==> src/sv/pwmtc_pkg.sv <==
// ----------------------------------------------------------------------------
// PWM time-base calculator package
// Status codes, field widths and the record that travels through the duty
// scaling stage.
// ----------------------------------------------------------------------------
package pwmtc_pkg;

    localparam int FREQ_W   = 32;
    localparam int DUTY_W   = 10;
    localparam int PSC_W    = 16;
    localparam int REL_W    = 16;
    localparam int CMP_W    = 17;
    localparam int STAT_W   = 2;
    localparam int PROD_W   = CMP_W + DUTY_W;

    localparam logic [STAT_W-1:0] ST_OK   = 2'd0;
    localparam logic [STAT_W-1:0] ST_FREQ = 2'd1;
    localparam logic [STAT_W-1:0] ST_DUTY = 2'd2;

    // Per-transaction record carried alongside the duty scaling math.
    typedef struct packed {
        logic [PSC_W-1:0]  psc;
        logic [REL_W-1:0]  rel;
        logic [CMP_W-1:0]  period;
        logic [STAT_W-1:0] status;
        logic              full;
    } t_scl;

endpackage

==> src/sv/pwmtc_scale.sv <==
// ----------------------------------------------------------------------------
// Duty product stage
// Registers period times duty ahead of the division by full scale.
// ----------------------------------------------------------------------------
module pwmtc_scale (
    input  logic                             i_clk,
    input  logic                             i_rst_n,
    input  logic                             i_en,
    input  logic                             i_valid,
    input  logic [pwmtc_pkg::DUTY_W-1:0]     i_duty,
    input  pwmtc_pkg::t_scl                  i_rec,
    output logic                             o_valid,
    output logic [pwmtc_pkg::PROD_W-1:0]     o_prod,
    output pwmtc_pkg::t_scl                  o_rec
);

    logic                         r_vld;
    logic [pwmtc_pkg::PROD_W-1:0] r_prod;
    pwmtc_pkg::t_scl              r_rec;

    always_ff @(posedge i_clk) begin
        if (!i_rst_n) begin
            r_vld <= 1'b0;
        end else if (i_en) begin
            r_vld <= i_valid;
        end
    end

    always_ff @(posedge i_clk) begin
        if (i_en) begin
            r_prod <= pwmtc_pkg::PROD_W'(i_rec.period) * pwmtc_pkg::PROD_W'(i_duty);
            r_rec  <= i_rec;
        end
    end

    assign o_valid = r_vld;
    assign o_prod  = r_prod;
    assign o_rec   = r_rec;

endmodule
==> config.mk <==
export PLATFORM = sky130hd
export DESIGN_NAME = pwmtc_scale
export DESIGN_NICKNAME = d
export VERILOG_FILES = /design/src/sv/pwmtc_pkg.sv /design/src/sv/pwmtc_scale.sv
export SDC_FILE = /design/constraint.sdc
export NUM_CORES = 1
export LEC_CHECK = 0
export BUFFER_PORTS_ARGS = -buffer_cell sky130_fd_sc_hd__buf_2
export CAP_MARGIN = 15
export CORE_MARGIN = 2
export CORE_UTILIZATION = 26
export CTS_CLUSTER_DIAMETER = 150
export CTS_CLUSTER_SIZE = 14
export DETAILED_ROUTE_END_ITERATION = 6
export GPL_ROUTABILITY_DRIVEN = 0
export HOLD_SLACK_MARGIN = 0.08
export RECOVER_POWER = 50
export SLEW_MARGIN = 15
export SYNTH_ARGS = -nofsm -noshare
export SYNTH_HDL_FRONTEND = slang
export SYNTH_SLANG_ARGS = --single-unit
==> constraint.sdc <==
create_clock -name i_clk -period 4.73 [get_ports i_clk]
set_clock_uncertainty 0.05 [all_clocks]
set_input_delay 0.2365 -clock i_clk [delete_from_list [all_inputs] [get_ports i_clk]]
set_output_delay 0.2365 -clock i_clk [all_outputs]
set_load 0.05 [all_outputs]
==> results.yml <==
outcome:
  outcome: "complete, no violations"
logic_synthesis:
  syn_area_um2: 7910
  synthCells: 736
  netlist_top_cells_area: "edfxtp_1 (30%), fa_1 (30%), ha_1 (9.8%), and2_1 (6.5%), inv_1 (6.1%)"
  synth_warnings: 0
  ys_seq_area_frac: 0.303
  synth_ff_type: "edfxtp_1"
  syn_nets: 982
  ys_types: 44
  synth-async-reset-ratio: 0
  netlist.area_leader.share: 0.300
  avgSynthCellArea_um2: 10.7
  yosysTopAreaCell: "edfxtp_1"
  synth-seq-cells: 80
  synth_enable_flop_cells: 79
pwr:
  ir_drop_mv: 0.497
  power_density_nw_per_um2: 722
  power_mw: 7.76
  p_leak_nw: 5.12
layout:
  num-fill-cells: 3015
  fin_cells: 1388
  fin_util: 0.361
  drive_gt1_frac: 0.308
  diodes: 0
  syn2layout_area_growth_pct: 36.0
  final_area_um2: 10800
  layout_common_cells: "buf_2 (129), inv_1 (127), fa_1 (113), buf_4 (99), nand2_1 (95)"
  layout_commonest_cell: "buf_2"
  nNetsFinal: 1239
worst_setup_path:
  crit_top_cell: "fa_1"
  crit_chain: "buf_2 > buf_12 > and2_1 > fa_2 > fa_1 > fa_1 > fa_1 > inv_1 > fa_1 > inv_1 > ha_4 > nand2_2 > or4_4 > o21ai_4 > or4b_4 > nand2b_1 > xnor2_1"
  slowest_stage: "fa_2"
  worstPathMaxFanout: 7
  startpoint_type: "input pin"
  required_ns: 4.78
  path_class: "in2reg"
  endpoint_kind: "flip-flop"
  cp.arrival_ns: 4.67
  critPathMaxStageDelay_ns: 0.57
sta:
  finalSetupTns_ns: 0
  whs_ns: 0.0951
  slew_headroom: 0.463
  maxSlewViolCount: 0
  setup_viol: 0
  hold_violations: 0
  fin_crit_ns: 4.62
  fin_crit_sh: 0.978
  rsz0062_at_grt: "true"
  worstMarginPinSlew_ns: 0.805
  fmax_mhz: 216
  setup_ws_ns: 0.106
drt:
  vias: 5940
  detail-route-antenna-nets: 0
  drc_errors: 0
  via_per_inst: 4.28
  drt_pre_antenna_iters: 4
  wl_per_cell_um: 14.5
  drt-total-wl_mm: 20.1
  drt_iter0_markers: 186
global_route:
  grt_pass1_vias: 6515
  antenna_found_initial: 0
  grt_pass1_wl_mm: 32.6
  grt.overflow.total: 0
  grt_use_total: 0.133
  grt_max_degree: 54
placed_design:
  place_inst: 1335
  dpl_cell_area_um2: 9930
  place_ws_ns: -0.408
  portBuffers: 145
  hpwl_mm: 16.4
floorplan:
  core_um2: 29800
  die_w_um: 178
  ios: 146
  start_util: 0.265
  fp-row-count: 63
  die_y_um: 178
  die_area_um2: 31800
clock_tree:
  numCtsBuffers: 9
  post_cts_buffers: 0
  cts_sinks: 80
  clkLatencyLatePin_ns: 0.35
  path_clk_slew_ns: 0.07
  clk_path_buf_depth: 2
  htree_levels: 3
  cts_root_buf: "clkbuf_16"
  cts_tree: "built"
min_path:
  hp-class: "in2reg"
flow_run:
  maxCapViolations: 0
-- cells in the mapped netlist (2+ instances only) --
master and instances:
nand3_1 8, nor4_1 2, o211ai_1 2, nand2b_1 2, edfxtp_1 79, clkbuf_1 32
o21ai_0 10, xnor2_1 17, nand2_1 103, nor2_1 13, ha_1 62, fa_1 118
nor2b_1 2, xor2_1 7, o21ai_2 3, nor3_1 2, o21bai_1 5, inv_1 129
a21o_1 7, a21oi_1 25, and2_1 82, or4_1 2, nand4_1 3
-- flip-flops by register name, indices dropped and copies added (netlist names) --
name     flops
o_rec       52
o_prod      27
o_valid      1
-- power breakdown --
| group | total, mW | switching (mW) | internal, mW |
|---|---|---|---|
| combinational | 5.80 | 3.09 | 2.70 |
| sequential | 1.17 | 0.0521 | 1.12 |
| clock | 0.795 | 0.326 | 0.470 |
| total | 7.76 | 3.47 | 4.29 |
-- area by class of cell --
type | count | area, um^2 | share of cell area
clock buffers | 9 | 225 | 0.0209
clock inverters | 7 | 101 | 0.00943
inverters | 129 | 484 | 0.0450
multi-input cells | 494 | 5150 | 0.479
flip-flops and latches | 80 | 2390 | 0.222
well taps | 390 | 488 | 0.0454
repair buffers | 279 | 1910 | 0.177
-- metal layers --
layer	vias to the layer above	share of wire	routed length (um)	track usage
met5	-	0	0	0
met4	0	0.013	270	0.0352
met3	20	0.061	1220	0.0247
met2	173	0.48	9680	0.231
met1	2910	0.45	8970	0.168
li1	2837	-	-	-
-- cells by family after synthesis --
logic type,synth area share
muxes,0.00127
buffers and inverters,0.0769
adders and majority gates,0.397
and+or+nand+nor,0.141
xor gates and xnor gates,0.0266
AOI/OAI and AO/OA,0.0543
DFF,0.303
-- critical path, delay by kind of cell --
kind	cells	cell delay, ns
AND/OR/NAND/NOR	5	1.02
AO/OA/AOI/OAI	1	0.15
adder cells (fa/ha/maj)	6	2.75
buffers and inverters	4	0.40
XOR/XNOR	1	0.12
-- final timing paths --
check	from	cells past startpoint	slack, ns	endpoint
min reg2reg	o_valid	2	0.47	o_valid
max	i_duty[7]	17	0.11	o_prod[20]
max reg2reg	o_valid	2	4.09	o_valid
min	i_valid	3	0.1	o_valid
-- timing repair --
item	CTS	global route
endpoints found under the setup margin	2	13
cloned	0	0
hold endpoints to repair	36	1
pin swaps	0	10
gates resized for setup	3	42
hold buffers	36	1
Power figures use the tool's default switching activity.
